## config.mk

```make
export PLATFORM = sky130hd
export DESIGN_NAME = key_press_autorepeat_unit
export DESIGN_NICKNAME = d
export VERILOG_FILES = /design/src/hw/rtl/kpa_pkg.sv /design/src/hw/rtl/key_press_autorepeat_unit.sv /design/src/hw/rtl/kpa_time_mem.sv /design/src/hw/rtl/kpa_emitter.sv
export SDC_FILE = /design/constraint.sdc
export NUM_CORES = 1
export LEC_CHECK = 0
export ABC_AREA = 1
export BUFFER_PORTS_ARGS = -buffer_cell sky130_fd_sc_hd__clkbuf_2
export CAP_MARGIN = 0
export CORE_MARGIN = 2
export CORE_UTILIZATION = 42
export CTS_CLUSTER_DIAMETER = 30
export DETAILED_ROUTE_END_ITERATION = 6
export SYNTH_ARGS = -nofsm -noshare
export SYNTH_HDL_FRONTEND = slang
export SYNTH_SLANG_ARGS = --single-unit
```

## constraint.sdc

```tcl
create_clock -name i_clk -period 3.82 [get_ports i_clk]
set_clock_uncertainty 0.05 [all_clocks]
set_input_delay 0.764 -clock i_clk [delete_from_list [all_inputs] [get_ports i_clk]]
set_output_delay 0.764 -clock i_clk [all_outputs]
set_load 0.02 [all_outputs]
```

## src/hw/rtl/kpa_pkg.sv

```systemverilog
// Shared types, register indexes and constants of the key auto-repeat unit.
package kpa_pkg;

    localparam int NUM_KEYS_DEF = 8;
    // The enable mask is eight bits wide, so no key above seven is ever scanned.
    localparam int MAX_SCAN     = 8;
    localparam int CFG_DW       = 16;

    localparam logic [15:0] LONG_PRESS_RST    = 16'd500;
    localparam logic [15:0] REPEAT_PERIOD_RST = 16'd100;

    localparam logic [1:0] OP_DOWN = 2'd0;
    localparam logic [1:0] OP_UP   = 2'd1;

    localparam logic KIND_PRESS  = 1'b0;
    localparam logic KIND_REPEAT = 1'b1;

    typedef enum logic [1:0] {
        CFG_LONG_PRESS    = 2'd0,
        CFG_REPEAT_PERIOD = 2'd1,
        CFG_REPEAT_MASK   = 2'd2,
        CFG_REPORT_EN     = 2'd3
    } t_cfg_idx;

    typedef struct packed {
        logic [1:0]  operation;
        logic [2:0]  key_index;
        logic [31:0] now_ms;
    } t_in_word;

    typedef struct packed {
        logic [2:0] report_key;
        logic       report_kind;
        logic       last_report;
    } t_out_word;

    typedef struct packed {
        logic                go;
        logic                press;
        logic [2:0]          press_key;
        logic [MAX_SCAN-1:0] rep_mask;
    } t_emit_req;

endpackage

```

## src/hw/rtl/key_press_autorepeat_unit.sv

```systemverilog
// Key auto-repeat unit: held-key tracking, press time store, repeat scan and report output.
// One input word is taken at a time. The accepting cycle updates the held bits, stores the
// press time and tests the repeat period; when a scan is due, the press time memory is read
// once per key, for min(NUM_KEYS, 8) keys; the last hit is collected in the drain state, the
// issue state hands the hits to the emitter, and the reports then leave one at a time through
// the output register. The input stalls throughout, while the final report of a word may
// still wait at the output when the next word is taken.
module key_press_autorepeat_unit import kpa_pkg::*; #(
    parameter int NUM_KEYS = NUM_KEYS_DEF
) (
    input  logic              i_clk,
    input  logic              i_rst_n,
    input  logic              i_cfg_we,
    input  logic [1:0]        i_cfg_idx,
    input  logic [CFG_DW-1:0] i_cfg_data,
    input  logic              i_in_valid,
    output logic              o_in_stall,
    input  t_in_word          i_in_word,
    output logic              o_out_valid,
    input  logic              i_out_stall,
    output t_out_word         o_out_word
);

    localparam int NS = (NUM_KEYS < MAX_SCAN) ? NUM_KEYS : MAX_SCAN;
    localparam int IW = (NS > 1) ? $clog2(NS) : 1;
    localparam int AW = (NUM_KEYS > 1) ? $clog2(NUM_KEYS) : 1;

    typedef enum logic [1:0] {ST_IDLE, ST_SCAN, ST_DRAIN, ST_ISSUE} t_state;

    t_state              r_state;
    logic [15:0]         r_long;
    logic [15:0]         r_period;
    logic [7:0]          r_mask;
    logic                r_rep_en;
    logic [NUM_KEYS-1:0] r_held;
    logic [31:0]         r_last_scan;
    logic [31:0]         r_now;
    logic                r_press;
    logic [2:0]          r_pkey;
    logic [IW-1:0]       r_idx;
    logic                r_cmp_vld;
    logic [IW-1:0]       r_cmp_idx;
    logic [NS-1:0]       r_rep;

    logic          in_acc;
    logic          key_ok;
    logic [AW-1:0] key_addr;
    logic          is_edge;
    logic          scan_due;
    logic          hit;
    logic          emit_busy;
    logic [31:0]   rdata;
    t_emit_req     req;

    assign in_acc   = i_in_valid && !o_in_stall;
    assign key_ok   = {3'b000, i_in_word.key_index} < 6'(NUM_KEYS);
    assign key_addr = AW'(i_in_word.key_index);
    assign is_edge  = key_ok && (i_in_word.operation == OP_DOWN) && !r_held[key_addr];
    assign scan_due = (i_in_word.now_ms - r_last_scan) >= {16'd0, r_period};

    assign o_in_stall = (r_state != ST_IDLE) || emit_busy;

    // Read data belongs to the key addressed in the previous cycle.
    assign hit = r_rep_en && r_mask[3'(r_cmp_idx)] && r_held[AW'(r_cmp_idx)]
                 && ((r_now - rdata) >= {16'd0, r_long});

    always_ff @(posedge i_clk) begin
        if (!i_rst_n) begin
            r_long   <= LONG_PRESS_RST;
            r_period <= REPEAT_PERIOD_RST;
            r_mask   <= '0;
            r_rep_en <= 1'b0;
        end else if (i_cfg_we) begin
            unique case (t_cfg_idx'(i_cfg_idx))
                CFG_LONG_PRESS:    r_long   <= i_cfg_data;
                CFG_REPEAT_PERIOD: r_period <= i_cfg_data;
                CFG_REPEAT_MASK:   r_mask   <= i_cfg_data[7:0];
                CFG_REPORT_EN:     r_rep_en <= i_cfg_data[0];
                default: ;
            endcase
        end
    end

    always_ff @(posedge i_clk) begin
        if (!i_rst_n) begin
            r_state     <= ST_IDLE;
            r_held      <= '0;
            r_last_scan <= '0;
            r_press     <= 1'b0;
            r_idx       <= '0;
            r_cmp_vld   <= 1'b0;
            r_rep       <= '0;
        end else begin
            r_cmp_vld <= 1'b0;
            if (r_cmp_vld) begin
                r_rep[r_cmp_idx] <= hit;
            end
            unique case (r_state)
                ST_IDLE: begin
                    if (in_acc) begin
                        r_now   <= i_in_word.now_ms;
                        r_press <= is_edge && r_rep_en;
                        r_pkey  <= i_in_word.key_index;
                        if (key_ok) begin
                            if (i_in_word.operation == OP_DOWN) begin
                                r_held[key_addr] <= 1'b1;
                            end else if (i_in_word.operation == OP_UP) begin
                                r_held[key_addr] <= 1'b0;
                            end
                        end
                        if (scan_due) begin
                            r_last_scan <= i_in_word.now_ms;
                            r_idx       <= '0;
                            r_rep       <= '0;
                            r_state     <= ST_SCAN;
                        end
                    end
                end
                ST_SCAN: begin
                    r_cmp_vld <= 1'b1;
                    r_cmp_idx <= r_idx;
                    if (r_idx == IW'(NS - 1)) begin
                        r_state <= ST_DRAIN;
                    end else begin
                        r_idx <= r_idx + IW'(1);
                    end
                end
                ST_DRAIN: begin
                    r_state <= ST_ISSUE;
                end
                ST_ISSUE: begin
                    r_state <= ST_IDLE;
                end
                default: begin
                    r_state <= ST_IDLE;
                end
            endcase
        end
    end

    always_comb begin
        if (r_state == ST_ISSUE) begin
            req.go        = 1'b1;
            req.press     = r_press;
            req.press_key = r_pkey;
            req.rep_mask  = MAX_SCAN'(r_rep);
        end else begin
            req.go        = in_acc && !scan_due;
            req.press     = is_edge && r_rep_en;
            req.press_key = i_in_word.key_index;
            req.rep_mask  = '0;
        end
    end

    kpa_time_mem #(
        .DEPTH (NUM_KEYS),
        .AW    (AW)
    ) u_time_mem (
        .i_clk   (i_clk),
        .i_we    (in_acc && is_edge),
        .i_waddr (key_addr),
        .i_wdata (i_in_word.now_ms),
        .i_raddr (AW'(r_idx)),
        .o_rdata (rdata)
    );

    kpa_emitter u_emitter (
        .i_clk       (i_clk),
        .i_rst_n     (i_rst_n),
        .i_req       (req),
        .o_busy      (emit_busy),
        .o_out_valid (o_out_valid),
        .i_out_stall (i_out_stall),
        .o_out_word  (o_out_word)
    );

endmodule

```

## src/hw/rtl/kpa_time_mem.sv

```systemverilog
// Press time store: one write port, one read port with registered read data.
module kpa_time_mem #(
    parameter int DEPTH = 8,
    parameter int AW    = 3
) (
    input  logic          i_clk,
    input  logic          i_we,
    input  logic [AW-1:0] i_waddr,
    input  logic [31:0]   i_wdata,
    input  logic [AW-1:0] i_raddr,
    output logic [31:0]   o_rdata
);

    logic [31:0] r_mem [DEPTH];
    logic [31:0] r_rdata;

    always_ff @(posedge i_clk) begin
        if (i_we) begin
            r_mem[i_waddr] <= i_wdata;
        end
        r_rdata <= r_mem[i_raddr];
    end

    assign o_rdata = r_rdata;

endmodule

```

## src/hw/rtl/kpa_emitter.sv

```systemverilog
// Report sequencer: press report first, then repeats in rising key order, through an output register.
module kpa_emitter import kpa_pkg::*; (
    input  logic      i_clk,
    input  logic      i_rst_n,
    input  t_emit_req i_req,
    output logic      o_busy,
    output logic      o_out_valid,
    input  logic      i_out_stall,
    output t_out_word o_out_word
);

    logic                r_press;
    logic [2:0]          r_key;
    logic [MAX_SCAN-1:0] r_rep;
    logic                r_ovalid;
    t_out_word           r_oword;

    logic                free;
    logic [2:0]          low_idx;
    logic [MAX_SCAN-1:0] low_bit;
    logic [MAX_SCAN-1:0] rest;

    always_comb begin
        low_idx = '0;
        for (int k = MAX_SCAN - 1; k >= 0; k--) begin
            if (r_rep[k]) begin
                low_idx = 3'(k);
            end
        end
        low_bit = r_rep & (~r_rep + MAX_SCAN'(1));
        rest    = r_rep & ~low_bit;
        free    = !r_ovalid || !i_out_stall;
    end

    always_ff @(posedge i_clk) begin
        if (!i_rst_n) begin
            r_press  <= 1'b0;
            r_rep    <= '0;
            r_ovalid <= 1'b0;
        end else begin
            if (r_ovalid && !i_out_stall) begin
                r_ovalid <= 1'b0;
            end
            if (i_req.go) begin
                r_press <= i_req.press;
                r_key   <= i_req.press_key;
                r_rep   <= i_req.rep_mask;
            end else if (free) begin
                // The last flag is known here because all repeat hits are already collected.
                if (r_press) begin
                    r_ovalid <= 1'b1;
                    r_oword  <= '{report_key: r_key, report_kind: KIND_PRESS,
                                  last_report: (r_rep == '0)};
                    r_press  <= 1'b0;
                end else if (r_rep != '0) begin
                    r_ovalid <= 1'b1;
                    r_oword  <= '{report_key: low_idx, report_kind: KIND_REPEAT,
                                  last_report: (rest == '0)};
                    r_rep    <= rest;
                end
            end
        end
    end

    assign o_busy      = r_press || (r_rep != '0);
    assign o_out_valid = r_ovalid;
    assign o_out_word  = r_oword;

endmodule
```

==> impl_summary.md <==
Outcome
The run finished with clean final reports.

Critical path
STA puts the critical path data required time at 4280 ps. The cell type of the slowest stage on the worst timing path is edfxtp_1. The worst setup path is launched from a register. The worst setup path is captured at a register. The worst setup path is of the reg -> reg kind. The cell repeated most along the worst path is nor2_1.

The critical path goes through ha_1 > a21o_1 > a21oi_1 > nor2_1 > nor2_1 > nand2_1 > xor2_1 > ha_1 > inv_1 > nor3_1 > a211oi_1 > nand3_1 > nor2_1 > nand3_1 > nor2_2 > nand2_2 > nand2_4 > a21oi_1. In this run the worst path has a maximum fanout of 8. Counting both buffers and inverters, the worst setup path holds a total of 1. Counting cells, the worst reg-to-reg path comes to 18. The delay of the slowest cell on the worst path is around 470 ps.

The arrival time at the worst endpoint is around 4000 ps. The cell class contributing the biggest share of worst-path delay is simple AND/OR/NAND/NOR gates. The critical path runs through a total of 18 cells.

Synth
After technology mapping, the gate count stands at 2514. In this run, synthesis produced a sequential element count of 440. The synthesized netlist contains 49 unique library cells. The prevailing post-synth register cell is edfxtp_1. Of the total synthesized cell area, the portion taken by full adders, half adders and majority gates is 0.0588. The most common cell in the synthesized netlist is nand2_1. The share of the yosys chip area belonging to registers is 0.538. The synthesized design contains slightly above 300 enable-type register cells. For this run, asynchronously set or reset flops after synthesis account for 0. The compound-cell area share of the yosys netlist is 0.127. Measured against the total synthesized area, the mux share comes to 0. The number of nets in the synthesized netlist is 2676. After synthesis, the largest family of logic cells by area is simple AND/OR/NAND/NOR gates.

Of the total synthesized cell area, the portion taken by AND, OR, NAND and NOR gates is 0.192. The cell taking the most area after synthesis is edfxtp_1. The synthesized area per cell is between 8 and 9 µm². After synthesis, the most frequently instantiated cells are nand2_1, nor2_1, inv_1, edfxtp_1, o21ai_0. By area the synthesized netlist is led by edfxtp_1, dfxtp_1, nand2_1.

The xor and xnor fraction of the mapped netlist area is 0.0132. The total standard cell area after synthesis is about 22000 µm². Yosys printed 0 warnings. Of the post-synthesis cell area, the dominant cell type holds 0.413.

Placed design
The HPWL after detailed placement is 45.6 mm. The count of buffers inserted at the top-level ports is 66. The congestion estimate from routability-driven global placement came to 0.955. Summing all placed instances gives a cell area of around 24000 µm².

Clock network
Clock-pin slew was measured on the worst setup and hold paths at 50 ps. In this run, CTS created clock tree buffers numbering 94. The number of post-CTS setup repair buffers is 0.

For this design, the sink count on the clock tree is 440. In this run the clock root is driven by a clkbuf_16. The maximum buffer depth of the clock tree is 3. The CTS tree is built. The H-tree depth reported by CTS is 3. Clock latency on the worst-skew pair, taken at its later pin, is 650 ps.

Detailed routing
After detailed routing, the number of vias per cell comes to 5.24. The violation count after the first detailed-routing iteration is 1629. The routed length per instance is 19.0 µm.

The vias after detailed routing is 18300. The final wirelength is 66.4 mm. The final routed DRC violation total is 0. For this run, the detailed router's first-pass iteration total came to 5.

Once detail routing completed, the nets flagged for antenna violations numbered 0.

Flow run
Across the run, the number of max-cap violations was 0.

Global route
After global routing the overflow that remains totals 0. Entering global routing, the biggest net connects just over 100 pins. The initial antenna violation count came to 1. The via count of the first global-routing pass is 17700. For this run, the total global-route usage over all layers was measured as 0.247. The wire length of the first global-routing pass is 101 mm.

Hold path
Along the worst hold path, the cell count comes to 1. The class of the worst hold path is in -> reg.

Finish
For this run, the post-layout net count is roughly 2900. The sequential cells in the finished layout cover a total of 11800 µm². The multi-input combinational cell area is 8700 µm².

The ratio of cells with drive above 1 in the final layout is 0.143. The share of the core filled with cells is 0.533. From synthesis to final layout, the design area changed by 24.9%.

The finished cells cover approximately 27000 µm². The layout has ~4800 filler cells.

Floorplanning
The die covers around 54000 µm². The row count is 83. The die is between 200 and 250 µm tall.

The top-level port count is 67. The core region is 51500 µm². The width of the chip is between 200 and 250 µm. For this configuration, the core starts out at a cell density of 0.427.

Timing
After layout, the minimum clock period comes to 3550 ps. The count of endpoints failing setup in the final report is 0. The highest clock frequency the design can meet is roughly 280 MHz.

Setup repair after global routing left no endpoint under its margin. The final period utilization is 0.930. At the pin with the least slew margin, the transition time is 762 ps. In this run the tightest slew margin relative to its limit is 0.488. The count of pins over their slew limit is 0.

The post-route worst hold slack is approximately 360 ps. The hold violation count in the final report came to 0.

Power and ir drop
The maximum vdd drop is 0.398 mV. Dividing total power by cell area gives a power density of 830 nW/µm². In this run the static leakage power is ~12 nW.
==> state kept, by name, summed over array words and instances (netlist names), 2 cells and up, named ones only <==
name / cells
u_time_mem.r_mem: 256
r_last_scan: 32
r_now: 32
u_time_mem.o_rdata: 32
r_long: 16
r_period: 16
r_mask: 8
r_rep: 8
u_emitter.r_rep: 8
u_emitter.o_out_word: 5
r_cmp_idx: 3
r_idx: 3
r_pkey: 3
u_emitter.r_key: 3
r_state: 2
==> worst paths after layout <==
check	endpoint	startpoint	slack, ps
setup / recovery	r_rep[3]	r_now[8]	270
hold / removal	r_pkey[1]	i_in_word[33]	360
setup reg to reg	r_rep[3]	r_now[8]	270
hold reg to reg	r_mask[6]	r_mask[6]	410
==> layout make-up <==
class | instances | share of cell area
Clock buffer | 120 | 0.0937
Tap cell | 680 | 0.0310
Sequential cell | 440 | 0.431
Multi-Input combinational cell | 1665 | 0.317
Inverter | 329 | 0.0450
Timing Repair Buffer | 198 | 0.0532
Antenna cell | 2 | 0.000182
Clock inverter | 58 | 0.0286
==> cells in the final DEF, fill, tap and decap left out, types with 34 or more instances in the layout <==
master     netlist  layout
inv_1          326     323
nand2_1        479     477
edfxtp_1       302     302
o21ai_0        198     197
o21a_1          34      34
ha_1           100      99
dfxtp_1        138     136
buf_4            3     121
a21oi_1        149     148
clkbuf_16        0      96
o22ai_1         38      38
nor2_1         394     380
clkbuf_2         0      66
nand3_1         80      80
==> report_power, final <==
part	switching (W)	total, W	leakage [nW]	internal (W)
Combinational	0.00542	0.00851	6.16	0.00309
Clock	0.00273	0.00834	1.60	0.00561
Sequential	0.000274	0.00594	3.86	0.00567
==> kinds of logic (layout without fill, tap and decap cells) <==
logic type	Yosys count	after routing
AND/OR/NAND/NOR	1038	1038
AO/OA/AOI/OAI	492	492
flip-flops	440	440
buffers and inverters	409	705
adder cells (fa/ha/maj)	102	102
XOR/XNOR	33	33
other	0	2
==> worst reg2reg max path: cells and delay by family (launching register included) <==
family | cells | cell delay, ps
DFF | 1 | 470
AOI/OAI and AO/OA | 4 | 790
adders and majority gates | 2 | 730
and+or+nand+nor | 10 | 1070
xor gates and xnor gates | 1 | 250
buffers and inverters | 1 | 80
==> per-layer routing <==
metal	global-route usage	share of wire	vias to the layer above	wire, µm
li1	-	-	8875	-
met1	0.348	0.46	8736	30500
met2	0.388	0.45	573	30200
met3	0.0358	0.062	107	4140
met4	0.0884	0.024	2	1600
met5	0	0.00020	-	13
==> per-stage QoR <==
stage	setup WS (ps)	setup TNS, ps	instances	power, W
final	266	0	3492	0.0228
after global routing	10.7	0	3490	0.0242
after CTS	39.3	0	3490	0.0228
after detailed placement	-308	-14380	3312	0.0144
after global placement	-304	-13930	3312	0.0142
after floorplan	163	0	2514	0.0116
==> timing repair <==
| action | CTS | global route |
|---|---|---|
| resized for setup | 1 | 15 |
| hold buffers | 0 | 0 |
| setup endpoints to repair | 8 | 42 |
| pin swaps | 0 | 1 |
Note: power is estimated with default switching activity, not from simulation.
